### src/sv/deq_pkg.sv
// types and codes shared by the double-ended queue modules
`default_nettype none
package deq_pkg;

   localparam int DATA_W = 32;
   localparam int CMD_W  = 3;
   localparam int STAT_W = 2;

   typedef logic signed [DATA_W-1:0] data_type;
   typedef logic [CMD_W-1:0]         cmd_type;
   typedef logic [STAT_W-1:0]        status_type;

   localparam cmd_type CMD_PUSH_FRONT = 3'd0;
   localparam cmd_type CMD_PUSH_BACK  = 3'd1;
   localparam cmd_type CMD_POP_FRONT  = 3'd2;
   localparam cmd_type CMD_POP_BACK   = 3'd3;
   localparam cmd_type CMD_PEEK_FRONT = 3'd4;
   localparam cmd_type CMD_PEEK_BACK  = 3'd5;
   localparam cmd_type CMD_LIST_FRONT = 3'd6;
   localparam cmd_type CMD_LIST_BACK  = 3'd7;

   localparam status_type STAT_OK    = 2'd0;
   localparam status_type STAT_EMPTY = 2'd1;
   localparam status_type STAT_FULL  = 2'd2;

endpackage
`default_nettype wire

### src/sv/deq_ram.sv
// entry storage: one write port, one registered read port
`default_nettype none
module deq_ram #(
   parameter int DEPTH = 16,
   parameter int AW    = 4
) (
   input  wire logic               clock,
   input  wire logic               wr_en,
   input  wire logic [AW-1:0]      wr_addr,
   input  wire deq_pkg::data_type  wr_data,
   input  wire logic               rd_en,
   input  wire logic [AW-1:0]      rd_addr,
   output deq_pkg::data_type       rd_data
);
   import deq_pkg::*;

   data_type mem [DEPTH];
   data_type rd_data_ff;

   always_ff @(posedge clock) begin
      if (wr_en) begin
         mem[wr_addr] <= wr_data;
      end
   end

   always_ff @(posedge clock) begin
      if (rd_en) begin
         rd_data_ff <= mem[rd_addr];
      end
   end

   assign rd_data = rd_data_ff;

endmodule
`default_nettype wire

### src/sv/deq_seq.sv
// command sequencer with the shared ring index adder
`default_nettype none
module deq_seq #(
   parameter int DEPTH = 16,
   parameter int PTR_W = 4,
   parameter int CNT_W = 5
) (
   input  wire logic                clock,
   input  wire logic                reset,
   input  wire logic                start,
   output logic                     busy,
   input  wire deq_pkg::cmd_type    req_command,
   input  wire deq_pkg::data_type   req_push_value,
   output logic                     rsp_valid,
   output deq_pkg::data_type        rsp_item_value,
   output deq_pkg::status_type      rsp_status,
   output logic                     rsp_last_of_run,
   output logic                     mem_wr_en,
   output logic [PTR_W-1:0]         mem_wr_addr,
   output deq_pkg::data_type        mem_wr_data,
   output logic                     mem_rd_en,
   output logic [PTR_W-1:0]         mem_rd_addr,
   input  wire deq_pkg::data_type   mem_rd_data
);
   import deq_pkg::*;

   localparam logic [1:0] ST_IDLE = 2'd0;
   localparam logic [1:0] ST_EXEC = 2'd1;
   localparam logic [1:0] ST_LIST = 2'd2;

   localparam logic [PTR_W:0] DEPTH_W = (PTR_W+1)'(DEPTH);
   localparam logic [CNT_W-1:0] DEPTH_C = CNT_W'(DEPTH);

   logic [1:0]        state_ff, state_in;
   cmd_type           cmd_ff, cmd_in;
   data_type          val_ff, val_in;
   logic [PTR_W-1:0]  front_ff, front_in;
   logic [CNT_W-1:0]  count_ff, count_in;
   logic [PTR_W-1:0]  idx_ff, idx_in;
   logic              rsp_valid_ff, rsp_valid_in;
   data_type          rsp_value_ff, rsp_value_in;
   status_type        rsp_status_ff, rsp_status_in;
   logic              rsp_last_ff, rsp_last_in;

   logic [CNT_W-1:0]  off_full;
   logic [PTR_W:0]    ring_sum;
   logic [PTR_W-1:0]  ring_addr;
   logic              is_empty, is_full, list_last;

   assign is_empty  = (count_ff == '0);
   assign is_full   = (count_ff == DEPTH_C);
   assign list_last = ((CNT_W'(idx_ff) + CNT_W'(1)) == count_ff) ||
                      (cmd_ff == CMD_PEEK_FRONT) || (cmd_ff == CMD_PEEK_BACK);

   // offset into the ring, picked per step
   always_comb begin
      off_full = '0;
      if (state_ff == ST_LIST) begin
         if (cmd_ff == CMD_LIST_FRONT) begin
            off_full = CNT_W'(idx_ff) + CNT_W'(1);
         end else begin
            off_full = count_ff - CNT_W'(idx_ff) - CNT_W'(2);
         end
      end else begin
         case (cmd_ff)
            CMD_PUSH_FRONT:                 off_full = CNT_W'(DEPTH - 1);
            CMD_PUSH_BACK:                  off_full = count_ff;
            CMD_POP_FRONT:                  off_full = CNT_W'(1);
            CMD_PEEK_BACK, CMD_LIST_BACK:   off_full = count_ff - CNT_W'(1);
            default:                        off_full = '0;
         endcase
      end
   end

   // shared adder: (front + offset) wrapped at the depth
   assign ring_sum  = {1'b0, front_ff} + {1'b0, off_full[PTR_W-1:0]};
   assign ring_addr = (ring_sum >= DEPTH_W) ? PTR_W'(ring_sum - DEPTH_W)
                                            : ring_sum[PTR_W-1:0];

   always_comb begin
      state_in      = state_ff;
      cmd_in        = cmd_ff;
      val_in        = val_ff;
      front_in      = front_ff;
      count_in      = count_ff;
      idx_in        = idx_ff;
      rsp_valid_in  = 1'b0;
      rsp_value_in  = rsp_value_ff;
      rsp_status_in = rsp_status_ff;
      rsp_last_in   = rsp_last_ff;
      mem_wr_en     = 1'b0;
      mem_rd_en     = 1'b0;
      case (state_ff)
         ST_IDLE: begin
            if (start) begin
               cmd_in   = req_command;
               val_in   = req_push_value;
               state_in = ST_EXEC;
            end
         end
         ST_EXEC: begin
            state_in      = ST_IDLE;
            rsp_valid_in  = 1'b1;
            rsp_value_in  = '0;
            rsp_status_in = STAT_OK;
            rsp_last_in   = 1'b1;
            case (cmd_ff)
               CMD_PUSH_FRONT, CMD_PUSH_BACK: begin
                  if (is_full) begin
                     rsp_status_in = STAT_FULL;
                  end else begin
                     mem_wr_en = 1'b1;
                     count_in  = count_ff + CNT_W'(1);
                     if (cmd_ff == CMD_PUSH_FRONT) begin
                        front_in = ring_addr;
                     end
                  end
               end
               CMD_POP_FRONT, CMD_POP_BACK: begin
                  if (is_empty) begin
                     rsp_status_in = STAT_EMPTY;
                  end else begin
                     count_in = count_ff - CNT_W'(1);
                     if (count_ff == CNT_W'(1)) begin
                        front_in = '0;
                     end else if (cmd_ff == CMD_POP_FRONT) begin
                        front_in = ring_addr;
                     end
                  end
               end
               default: begin
                  if (is_empty) begin
                     rsp_status_in = STAT_EMPTY;
                  end else begin
                     // read issued now, data shows up in the list step
                     rsp_valid_in = 1'b0;
                     mem_rd_en    = 1'b1;
                     idx_in       = '0;
                     state_in     = ST_LIST;
                  end
               end
            endcase
         end
         ST_LIST: begin
            rsp_valid_in  = 1'b1;
            rsp_value_in  = mem_rd_data;
            rsp_status_in = STAT_OK;
            rsp_last_in   = list_last;
            if (list_last) begin
               state_in = ST_IDLE;
            end else begin
               mem_rd_en = 1'b1;
               idx_in    = idx_ff + PTR_W'(1);
            end
         end
         default: begin
            state_in = ST_IDLE;
         end
      endcase
   end

   always_ff @(posedge clock) begin
      if (reset) begin
         state_ff     <= ST_IDLE;
         front_ff     <= '0;
         count_ff     <= '0;
         rsp_valid_ff <= 1'b0;
      end else begin
         state_ff     <= state_in;
         front_ff     <= front_in;
         count_ff     <= count_in;
         rsp_valid_ff <= rsp_valid_in;
      end
   end

   always_ff @(posedge clock) begin
      cmd_ff        <= cmd_in;
      val_ff        <= val_in;
      idx_ff        <= idx_in;
      rsp_value_ff  <= rsp_value_in;
      rsp_status_ff <= rsp_status_in;
      rsp_last_ff   <= rsp_last_in;
   end

   assign busy            = (state_ff != ST_IDLE);
   assign rsp_valid       = rsp_valid_ff;
   assign rsp_item_value  = rsp_value_ff;
   assign rsp_status      = rsp_status_ff;
   assign rsp_last_of_run = rsp_last_ff;
   assign mem_wr_addr     = ring_addr;
   assign mem_wr_data     = val_ff;
   assign mem_rd_addr     = ring_addr;

endmodule
`default_nettype wire

### src/sv/double_ended_queue.sv
// double-ended queue of signed 32-bit values held in a ring of DEPTH entries
//
// a request is taken at a rising edge where start is high and busy is low;
// req_command picks push front/back, pop front/back, peek front/back or a
// listing front-first/back-first, and req_push_value is stored by pushes.
// each result shows on the rsp_ ports for one cycle with rsp_valid high;
// rsp_last_of_run marks the final result of a request. results cannot be
// held off, so nothing stalls on the result side.
// push and pop: busy only in the exec state, and the result is registered
// from it. peek: the exec state issues the read and the list state returns
// the entry. a listing of n entries: reads as for peek, then one result per
// cycle, n in all. empty queues and full pushes answer like push.
// the rate is set by the sequencer stepping through the ring with a single
// wrap-around index adder and the registered read port of the entry memory.
// reset empties the queue and puts the front at entry 0; the entry memory
// itself is not cleared, and only written entries are ever read.
`default_nettype none
module double_ended_queue #(
   parameter int DEPTH = 16
) (
   input  wire logic                clock,
   input  wire logic                reset,
   input  wire logic                start,
   output logic                     busy,
   input  wire deq_pkg::cmd_type    req_command,
   input  wire deq_pkg::data_type   req_push_value,
   output logic                     rsp_valid,
   output deq_pkg::data_type        rsp_item_value,
   output deq_pkg::status_type      rsp_status,
   output logic                     rsp_last_of_run
);
   import deq_pkg::*;

   localparam int PTR_W = (DEPTH > 1) ? $clog2(DEPTH) : 1;
   localparam int CNT_W = $clog2(DEPTH + 1);

   logic              mem_wr_en;
   logic [PTR_W-1:0]  mem_wr_addr;
   data_type          mem_wr_data;
   logic              mem_rd_en;
   logic [PTR_W-1:0]  mem_rd_addr;
   data_type          mem_rd_data;

   deq_seq #(
      .DEPTH (DEPTH),
      .PTR_W (PTR_W),
      .CNT_W (CNT_W)
   ) u_seq (
      .clock           (clock),
      .reset           (reset),
      .start           (start),
      .busy            (busy),
      .req_command     (req_command),
      .req_push_value  (req_push_value),
      .rsp_valid       (rsp_valid),
      .rsp_item_value  (rsp_item_value),
      .rsp_status      (rsp_status),
      .rsp_last_of_run (rsp_last_of_run),
      .mem_wr_en       (mem_wr_en),
      .mem_wr_addr     (mem_wr_addr),
      .mem_wr_data     (mem_wr_data),
      .mem_rd_en       (mem_rd_en),
      .mem_rd_addr     (mem_rd_addr),
      .mem_rd_data     (mem_rd_data)
   );

   deq_ram #(
      .DEPTH (DEPTH),
      .AW    (PTR_W)
   ) u_ram (
      .clock   (clock),
      .wr_en   (mem_wr_en),
      .wr_addr (mem_wr_addr),
      .wr_data (mem_wr_data),
      .rd_en   (mem_rd_en),
      .rd_addr (mem_rd_addr),
      .rd_data (mem_rd_data)
   );

endmodule
`default_nettype wire

### config.mk
export PLATFORM = sky130hd
export DESIGN_NAME = double_ended_queue
export DESIGN_NICKNAME = d
export VERILOG_FILES = /design/src/sv/deq_pkg.sv /design/src/sv/deq_ram.sv /design/src/sv/deq_seq.sv /design/src/sv/double_ended_queue.sv
export SDC_FILE = /design/constraint.sdc
export NUM_CORES = 1
export LEC_CHECK = 0
export ABC_AREA = 0
export CAP_MARGIN = 20
export CORE_MARGIN = 1
export CORE_UTILIZATION = 52
export DETAILED_ROUTE_END_ITERATION = 10
export DONT_BUFFER_PORTS = 1
export PLACE_DENSITY_LB_ADDON = 0.12
export RECOVER_POWER = 50
export SETUP_SLACK_MARGIN = 0.3
export SLEW_MARGIN = 5
export SYNTH_ARGS = -nofsm -noshare
export SYNTH_HDL_FRONTEND = slang
export SYNTH_SLANG_ARGS = --single-unit
export TNS_END_PERCENT = 5
### constraint.sdc
create_clock -name clock -period 5.4 [get_ports clock]
set_input_delay 0.54 -clock clock [delete_from_list [all_inputs] [get_ports clock]]
set_output_delay 0.54 -clock clock [all_outputs]
set_load 0.01 [all_outputs]
=== Word level (Yosys, flattened, before mapping) ===
Memories as Yosys holds them, arrays and structs flattened. A register that Yosys moved wholly into a read port is not among the register bits.
Cells that the tools add are included.

* Word-level logic and storage cells: 98
* Memory bits (writable): 512
* Bits of input ports: 38
* Register bits: 86
* Memories: 1

{| class="wikitable"
|+ Memories
! memory !! depth !! bits a word !! read ports !! clocked after memory_dff !! write ports !! RTL line !! text
|-
| u_ram.mem || 16 || 32 || 1 || 1 || 1 || deq_ram.sv:17 || <nowiki>data_type mem [DEPTH];</nowiki>
|}

* Magnitude comparators: 1
* Muxes and demuxes: 40
* $add $sub $neg: 8
* Equal/unequal tests: 21
* Reductions and logical operators: 17

{| class="wikitable"
|+ Operators with widths
! cell !! number
|-
| $pmux 32 s2 || 1
|-
| $mux 4 || 11
|-
| $pmux 4 s2 || 2
|-
| $pmux 4 s4 || 1
|-
| $eq 3x3->1 const B || 4
|-
| $mux 2 || 6
|-
| $ne 2x2->1 const B || 6
|-
| $mux 1 || 11
|-
| $mux 5 || 2
|-
| $pmux 5 s2 || 1
|-
| $reduce_and 4->1 || 2
|-
| $eq 3x2->1 const B || 2
|-
| $pmux 1 s2 || 3
|-
| $pmux 2 s3 || 1
|-
| $reduce_and 6->1 || 1
|-
| $reduce_bool 2->1 || 3
|-
| $reduce_or 2->1 || 3
|-
| $add 4x1->5 const B || 1
|-
| $add 4x4->5 || 1
|-
| $add 5x1->5 const B || 1
|-
| $eq 5x1->1 const B || 1
|-
| $eq 5x5->1 || 1
|-
| $eq 5x5->1 const B || 1
|-
| $ge 5x5->1 const B || 1
|-
| other kinds (17) || 20
|}

=== Depth between registers and ports, before layout ===
Gate-level depths: netlist of run 1.

* Word-level depth: 11
* Gate-level depth with buffers: 17
* Depth with buffers taken out: 16

=== Hierarchy ===
A second synthesis of run 1 with hierarchy kept.

* Cell total of the unflattened synthesis: 1118
* Area, all modules: 23965.5 µm²

{| class="wikitable"
|+ By module, submodules not included
! module !! sequential area each (µm²) !! area an instance (µm²) !! instances !! cells each
|-
| deq_ram || 16335.7 || 20155.6 || 1 || 838
|-
| deq_seq || 2462.4 || 3809.9 || 1 || 280
|}

=== Worst setup path after synthesis of run 1 ===
No wires, ideal clock.

* Kind: reg2reg
* From: register u_seq.count_ff[1]
* To: memory u_ram.mem[13][0] in the netlist's numbering (enable)
* Arrival: 5.249 ns
* Period minus slack after synthesis: 5.710 ns
* Path slack: -0.310 ns
* Setup time: 0.461 ns
* Stages on the path, launching flop included: 17
* Buffers on the path: 1
* Path through: dfxtp_1 > inv_1 > ha_1 > inv_1 > ha_1 > inv_1 > fa_1 > nand2_1 > o21ai_0 > a21oi_1 > ha_1 > a21oi_1 > nand2_1 > xnor2_1 > xor2_1 > buf_2 > nor3_1

* Longest elaborated chain between the ends: 7
* Elaborated cells on any way between the ends: 16

{| class="wikitable"
|+ RTL lines
! element !! RTL line !! text
|-
| start: declaration || deq_seq.sv:38 || <nowiki>logic [CNT_W-1:0] count_ff, count_in;</nowiki>
|-
| start signal: assignment || deq_seq.sv:171 || <nowiki>count_ff <= count_in;</nowiki>
|-
| $sub 4x4->4 || deq_seq.sv:62 || <nowiki>off_full = count_ff - CNT_W'(idx_ff) - CNT_W'(2);</nowiki>
|-
| $sub 4x2->4 || deq_seq.sv:62 ||
|-
| $mux 4 || deq_seq.sv:59 || <nowiki>if (cmd_ff == CMD_LIST_FRONT) begin</nowiki>
|-
| $mux 4 || deq_seq.sv:58 || <nowiki>if (state_ff == ST_LIST) begin</nowiki>
|-
| $add 4x4->5 || deq_seq.sv:76 || <nowiki>assign ring_sum = {1'b0, front_ff} + {1'b0, off_full[PTR_W-1:0]};</nowiki>
|-
| $sub 4x1->4 / $ge 5x5->1 (equally long branches) || deq_seq.sv:77 || <nowiki>assign ring_addr = (ring_sum >= DEPTH_W) ? PTR_W'(ring_sum - DEPTH_W)</nowiki>
|-
| $mux 4 || deq_seq.sv:77 ||
|-
| end: declaration || deq_ram.sv:17 ||
|}

Several ways; a longest one is shown, not always the timed one.

=== Worst setup path after layout of run 1 ===
* From: register u_seq.state_ff[0]
* To: register u_ram.rd_data_ff[26] (netlist: u_ram.rd_data[26]), read port of u_ram.mem (enable)

* Elaborated cells on any way between the ends: 8

{| class="wikitable"
|+ RTL lines
! element !! RTL line !! text
|-
| start: declaration || deq_seq.sv:34 || <nowiki>logic [1:0] state_ff, state_in;</nowiki>
|-
| start signal: assignment || deq_seq.sv:169 || <nowiki>state_ff <= state_in;</nowiki>
|-
| $eq 2x2->1 / $eq 2x1->1 (equally long branches) || deq_seq.sv:93 || <nowiki>case (state_ff)</nowiki>
|-
| $pmux 1 s2 (*) || deq_seq.sv:93 ||
|-
| named net mem_rd_en || double_ended_queue.sv:40 || <nowiki>logic mem_rd_en;</nowiki>
|-
| end: declaration || deq_ram.sv:18 || <nowiki>data_type rd_data_ff;</nowiki>
|}

Mark *: on every way through the listed nets, which the timed path passes. The rest lies on a longest branch.
A chain may end at the register's enable or synchronous reset.

==> key figures, run 1 <==
Status
  • Status: finished, violations left
  • Failing checks: capacitance limit, slew limit

Setup path
  • WP data required: 5.67 ns
  • Kind of critical path: reg -> reg
  • R2R setup slack: 0.51 ns
  • Setup crit start: u_seq.state_ff[0]$_SDFFE_PP0P_
  • Reg2Reg Depth: 7
  • Reg-to-reg startpoint: u_seq.state_ff[0]$_SDFFE_PP0P_
  • R2r endpoint: u_ram.rd_data[26]$_DFFE_PP_
  • Critical path capture point type: flop
  • Crit path launch type: flop
  • Critical path fanouts, max: 42
  • WP data arrival: 5.16 ns
  • Crit path to: u_ram.rd_data[26]$_DFFE_PP_

Routing
  • Vias per inst: 5.80
  • DR WL/cell: 25.6 um
  • DR DRC count: 0
  • Post-route ant nets: 0
  • Drt first pass iters: 4
  • Routed wire length: 47.7 mm
  • First DRT Iteration DRCs: 781
  • Routed via count: 10,800

Floorplan
  • Die Ht: 218 um
  • Core area: 0.0458 mm2
  • Initial Util: 0.531
  • Die X-Extent: 218 um
  • Area of the die: 0.0476 mm2
  • Ports: 75
  • Num rows: 78

Synthesis
  • Post-synth net total: 1,183
  • Seq/Total Area, Yosys: 0.773
  • Post-Syn Area: 0.0243 mm2
  • Netlist cell types: 46
  • Cells after Synth: 1,127
  • FFs w/ async S/R, synth: 0
  • Post-synthesis register bit count: 630
  • Syn avg cell area: 21.6 um2
  • Main flop type after synthesis: edfxtp_1
  • Post-synth EDFFs: 618
  • Syn. warnings: 0

Worst hold path
  • Hold Path Class: in -> reg

Pwr
  • Combinational power share: 0.090
  • Clock power frac: 0.389
  • P_int: 8.36 mW
  • Part of the power in registers: 0.520
  • PD cells: 386 mW/mm2
  • Leakage: 9.17 nW
  • Worst-case vdd ir drop: 275 uV
  • Net Sw Frac: 0.221
  • Switch Pwr: 2.37 mW
  • Overall Power: 10.7 mW

Timing
  • Post-route clock period utilization: 0.906
  • Final hold violations: 0
  • RSZ-0062 raised after global routing: no
  • Final setup vio count: 0
  • Worst slew pin tran: 2.73 ns
  • Min Tclk post-route: 4.89 ns
  • Maximum operating frequency: 204 MHz
  • Slew HR: -0.821
  • Final Max Slew Viols: 79
  • Skew final: 0.0422 ns
  • Hold_ws: 0.0374 ns

Cells and area
  • Post-layout util: 0.607
  • Nets: 1,268
  • Area of the multi-input gates: 0.00542 mm2
  • Fill cell count: 3,199
  • Layout Cell Area excl Fill: 0.0278 mm2
  • P&R area growth vs syn: 14.2%
  • Share of layout cells above drive strength 1: 0.230
  • Number of diodes: 0
  • Flip-flop and latch area: 0.0188 mm2

Clock tree
  • CTS tree: built
  • Clock tree buffer depth: 3
  • Hold_buf cts: 34
  • Clk_lat worst skew: 0.64 ns
  • Setup repair bufs after CTS: 0
  • Cts repair resizes: 0
  • CTS Sinks: 630
  • H-tree depth: 2
  • Cts bufs inserted: 61
  • Clock transition at path regs: 0.06 ns
  • Root Buffer: clkbuf_16

Job
  • Max Cap Viol: 2

Global routing
  • Global-route usage over all layers: 0.209
  • Largest net degree at the start of global routing: 53
  • First-pass GRT wire length: 71.8 mm
  • Initial antenna violation count: 0
  • Number of global-route vias before repair: 11,200
  • Global route overflow: 0

Placement
  • Port bufs: 0
  • Post-DP HPWL: 27.6 mm
  • GPL Wtd Cong: 0.767
  • Placed cell area: 0.0255 mm2
==> layer usage <==
layer  global-route usage  vias to the layer above  routed length, um
li1                     -                     4784                  -
met1                0.301                     5742              21800
met2                0.337                      218              23500
met3               0.0340                       54               1830
met4               0.0485                        0                675
met5                    0                        -                  0
==> critical path, cell delays in order, from the launching register on <==
cell	delay [ns]
dfxtp_1	0.33
inv_1	0.09
ha_1	0.32
clkbuf_1	1.84
o21ai_0	0.29
a41o_1	0.44
a21boi_4	0.77
buf_4	0.44
==> synth_stat cells, types with 3 or more instances <==
cell type | n | area share
nor2_1 | 29 | 0.0045
xnor2_1 | 14 | 0.0050
and2_1 | 36 | 0.0093
edfxtp_1 | 618 | 0.76
nor2b_1 | 7 | 0.0018
clkbuf_1 | 29 | 0.0045
buf_2 | 17 | 0.0035
ha_1 | 16 | 0.0082
a211oi_1 | 4 | 0.0012
dfxtp_1 | 12 | 0.0099
a21oi_1 | 13 | 0.0027
buf_1 | 6 | 0.00093
nand2_1 | 19 | 0.0029
mux4_2 | 128 | 0.12
o21ai_0 | 11 | 0.0023
xor2_1 | 5 | 0.0018
inv_1 | 15 | 0.0023
mux2i_1 | 99 | 0.041
nand4_1 | 3 | 0.00077
nand3_1 | 7 | 0.0014
nor3_1 | 6 | 0.0012
==> placed cells by master, fill, tap and decap left out, types with 3 or more instances in the layout <==
cell type and n:
mux4_2 128, dlygate4sd3_1 34, a211oi_1 4, o21ai_0 11, nor3_1 4, and2_1 6
nor2_4 14, nor2_1 15, nand2_1 19, and2_0 29, buf_12 9, inv_1 15
nand3_1 7, edfxtp_1 618, clkinv_2 13, xor2_1 3, buf_4 32, clkbuf_1 13
clkinv_1 15, bufinv_16 7, nor2b_1 7, nand4_1 3, a21oi_1 13, mux2i_1 99
dfxtp_1 12, ha_1 15, xnor2_1 13, clkbuf_16 61, inv_6 3
==> area by class of cell <==
cell class                      count  share of cell area
Multi-Input combinational cell    427               0.195
Inverter                           15             0.00203
Timing Repair Buffer               77              0.0277
Clock buffer                       72              0.0564
Tap cell                          600              0.0270
Clock inverter                     41              0.0149
Sequential cell                   630               0.677
==> power groups by stage <==
stage	Combinational [mW]	Sequential [mW]	Clock, mW
after floorplan	0.710	5.64	0
after global placement	0.968	5.68	0
after detailed placement	0.974	5.69	0
after CTS	0.997	5.58	4.27
after global routing	1.05	5.60	4.44
final	0.971	5.58	4.18
==> logic make-up after synthesis <==
logic type | after synthesis | synth area share
buffers and inverters | 70 | 0.0124
AO/OA/AOI/OAI | 39 | 0.00988
flip-flops | 630 | 0.773
AND/OR/NAND/NOR | 120 | 0.0263
multiplexers | 230 | 0.161
XOR/XNOR | 20 | 0.00751
adder cells (fa/ha/maj) | 18 | 0.00988
==> sequential cells by signal, summed over array words and instances, names as in the netlist, 2 cells and up <==
register / flops
u_seq.rsp_status: 2
u_seq.rsp_item_value: 32
u_seq.state_ff: 2
u_seq.cmd_ff: 3
u_seq.idx_ff: 4
u_ram.rd_data: 32
u_seq.count_ff: 5
u_ram.mem: 512
u_seq.front_ff: 4
u_seq.mem_wr_data: 32
==> worst min path at each step <==
stage	slack [ns]	depth (start not counted)	start	endpoint
floorplan	0.45	2	u_seq.front_ff[0]$_SDFFE_PP0P_	u_seq.front_ff[0]$_SDFFE_PP0P_
global placement	0.49	2	u_seq.front_ff[1]$_SDFFE_PP0P_	u_seq.front_ff[1]$_SDFFE_PP0P_
detailed placement	0.50	2	u_seq.front_ff[1]$_SDFFE_PP0P_	u_seq.front_ff[1]$_SDFFE_PP0P_
CTS	0.0007	0	req_push_value[30]	u_seq.mem_wr_data[30]$_DFFE_PP_
global route	0.01	0	req_push_value[30]	u_seq.mem_wr_data[30]$_DFFE_PP_
finish	0.04	0	req_push_value[30]	u_seq.mem_wr_data[30]$_DFFE_PP_
==> through the flow <==
| step | setup slack [ns] | instances | setup TNS, ns |
|---|---|---|---|
| 2_1_floorplan | -0.267 | 1127 | -8.54 |
| 3_3_place_gp | 0.749 | 1715 | 0 |
| 3_5_place_dp | 0.682 | 1715 | 0 |
| 4_1_cts | 0.669 | 1862 | 0 |
| 5_1_grt | 0.198 | 1862 | 0 |
| 6_report | 0.508 | 1862 | 0 |
(Power assumes the default switching activity.)
==> run 2: changes to the inputs <==
- CORE_UTILIZATION: 52 -> 57
==> key figures, run 2 (synthesized netlist as in run 1, its figures left out) <==
Status
  • Status: finished, violations left (unchanged)
  • Failing checks: capacitance limit, slew limit (unchanged)

Pwr
  • PD cells: 397 mW/mm2 (was 386 mW/mm2)
  • Worst-case vdd ir drop: 273 uV (was 275 uV)
  • Leakage: 9.17 nW (about the same)
  • Overall Power: 11.0 mW (was 10.7 mW)

Timing
  • Maximum operating frequency: 214 MHz (was 204 MHz)
  • Hold_ws: 0.0363 ns (was 0.0374 ns)
  • Worst slew pin tran: 2.70 ns (was 2.73 ns)
  • Post-route worst setup slack: 0.726 ns (was 0.508 ns)
  • RSZ-0062 raised after global routing: no (unchanged)
  • Final Max Slew Viols: 36 (was 79)
  • Final hold violations: 0 (unchanged)
  • Skew final: 0.0282 ns (was 0.0422 ns)
  • Slew HR: -0.797 (was -0.821)
  • Min Tclk post-route: 4.67 ns (was 4.89 ns)
  • Post-route clock period utilization: 0.865 (was 0.906)
  • Post-route setup TNS: 0 ns (unchanged)
  • Final setup vio count: 0 (unchanged)

Setup path
  • WP data arrival: 4.96 ns (was 5.16 ns)
  • WP data required: 5.69 ns (was 5.67 ns)
  • Kind of critical path: reg -> reg (unchanged)
  • Critical path fanouts, max: 18 (was 42)
  • Slowest-stage cell, CP: nor2_4 (was clkbuf_1)
  • Top delay family on crit path: adder cells (was buffers and inverters)
  • Critical path capture point type: flop (unchanged)
  • Crit path buffers/inverters: 6 (was 3)
  • Crit path launch type: flop (unchanged)
  • Crit path largest cell delay: 0.58 ns (was 1.84 ns)
  • Crit-path cells: inv_1 -> ha_1 -> inv_1 -> ha_1 -> inv_1 -> fa_1 -> nand2_1 -> o21ai_0 -> a21oi_1 -> ha_1 -> a21oi_1 -> nand2_1 -> xnor2_1 -> buf_4 -> xnor2_2 -> buf_4 -> nor2_4 -> buf_12 (was inv_1 -> ha_1 -> clkbuf_1 -> o21ai_0 -> a41o_1 -> a21boi_4 -> buf_4)

Routing
  • Vias per inst: 6.10 (was 5.80)
  • DR DRC count: 0 (unchanged)
  • Post-route ant nets: 0 (unchanged)
  • Routed via count: 10,900 (was 10,800)
  • Routed wire length: 46.2 mm (was 47.7 mm)
  • First DRT Iteration DRCs: 947 (was 781)
  • DR WL/cell: 25.9 um (was 25.6 um)
  • Drt first pass iters: 6 (was 4)

Floorplan
  • Area of the die: 0.0435 mm2 (was 0.0476 mm2)
  • Die X-Extent: 209 um (was 218 um)
  • Die Ht: 209 um (was 218 um)
  • Initial Util: 0.579 (was 0.531)
  • Num rows: 75 (was 78)
  • Core area: 0.0420 mm2 (was 0.0458 mm2)
  • Ports: 75 (unchanged)

Cells and area
  • Top reg by flops: u_ram.mem (unchanged)
  • Non-Filler Instances: 1,787 (was 1,862)
  • Commonest non-fill, non-tap cell in the layout: edfxtp_1 (unchanged)
  • Number of diodes: 0 (unchanged)
  • Layout Cell Area excl Fill: 0.0277 mm2 (was 0.0278 mm2)
  • Max reg flops: 512 (unchanged)
  • Most frequent cells in the layout: edfxtp_1, mux4_2, mux2i_1 (unchanged)
  • Fill cell count: 2,730 (was 3,199)
  • Share of layout cells above drive strength 1: 0.235 (was 0.230)
  • Post-layout util: 0.660 (was 0.607)
  • Flip-flop and latch area: 0.0188 mm2 (unchanged)
  • Area of the multi-input gates: 0.00542 mm2 (unchanged)
  • Nets: 1,252 (was 1,268)
  • P&R area growth vs syn: 14.1% (was 14.2%)

Placement
  • Placed cell area: 0.0253 mm2 (was 0.0255 mm2)
  • Placed insts: 1,645 (was 1,715)
  • Setup Slack @ Placement: 0.805 ns (was 0.682 ns)
  • Post-DP HPWL: 25.8 mm (was 27.6 mm)
  • Port bufs: 0 (unchanged)
  • GPL Wtd Cong: 0.858 (was 0.767)

Global routing
  • Largest net degree at the start of global routing: 65 (was 53)
  • First-pass GRT wire length: 70.1 mm (was 71.8 mm)
  • Global-route usage over all layers: 0.221 (was 0.209)
  • Global route overflow: 0 (unchanged)
  • Initial antenna violation count: 0 (unchanged)
  • Number of global-route vias before repair: 11,200 (about the same)

Clock tree
  • Clk_lat worst skew: 0.61 ns (was 0.64 ns)
  • Cts repair resizes: 0 (unchanged)
  • Setup repair bufs after CTS: 0 (unchanged)
  • CTS Sinks: 630 (unchanged)
  • H-tree depth: 2 (unchanged)
  • Cts bufs inserted: 61 (unchanged)
  • Hold_buf cts: 27 (was 34)
  • Clock tree buffer depth: 3 (unchanged)
  • CTS tree: built (unchanged)
  • Root Buffer: clkbuf_16 (unchanged)
  • Clock transition at path regs: 0.06 ns (about the same)

Job
  • Max Cap Viol: 1 (was 2)

Worst hold path
  • Hold Path Class: in -> reg (unchanged)
==> run 2: changes by cell type in the layout (fill, tap and decap cells not counted), sizes merged <==
cell	before	now
buf	41	32
clkbuf	74	70
dlygate4sd3	34	27
bufinv	7	13
inv	18	20
clkinvlp	0	6
clkinv	31	23
==> run 2: per-layer routing <==
metal	track usage	routed length [um]	part of all wire
met4	0.0548	901	0.019
met1	0.323	20500	0.44
met5	0	0	0
met2	0.352	22400	0.48
met3	0.0380	2480	0.054
==> run 2: area by class of cell <==
class	instances	area share
clock inverter	47	0.0215
sequential	630	0.678
timing repair buffer	61	0.0232
multi-input combinational	427	0.195
clock buffer	68	0.0560
tap	539	0.0243
inverter	15	0.00203
==> run 2: power breakdown <==
part,leakage [nW],total [mW],internal (mW),switching (mW)
logic,2.43,0.938,0.449,0.489
registers,5.70,5.58,5.48,0.0967
clock network,1.04,4.49,2.70,1.79
==> run 2: final timing paths <==
kind	start	end	slack [ns]	cells past startpoint
worst min-delay path	req_push_value[10]	u_seq.mem_wr_data[10]$_DFFE_PP_	0.04	0
worst max register to register	u_seq.count_ff[1]$_SDFFE_PP0P_	u_ram.mem[7][18]$_DFFE_PP_	0.73	18
worst max-delay path	u_seq.count_ff[1]$_SDFFE_PP0P_	u_ram.mem[7][18]$_DFFE_PP_	0.73	18
worst min register to register	u_seq.front_ff[1]$_SDFFE_PP0P_	u_seq.front_ff[1]$_SDFFE_PP0P_	0.51	2
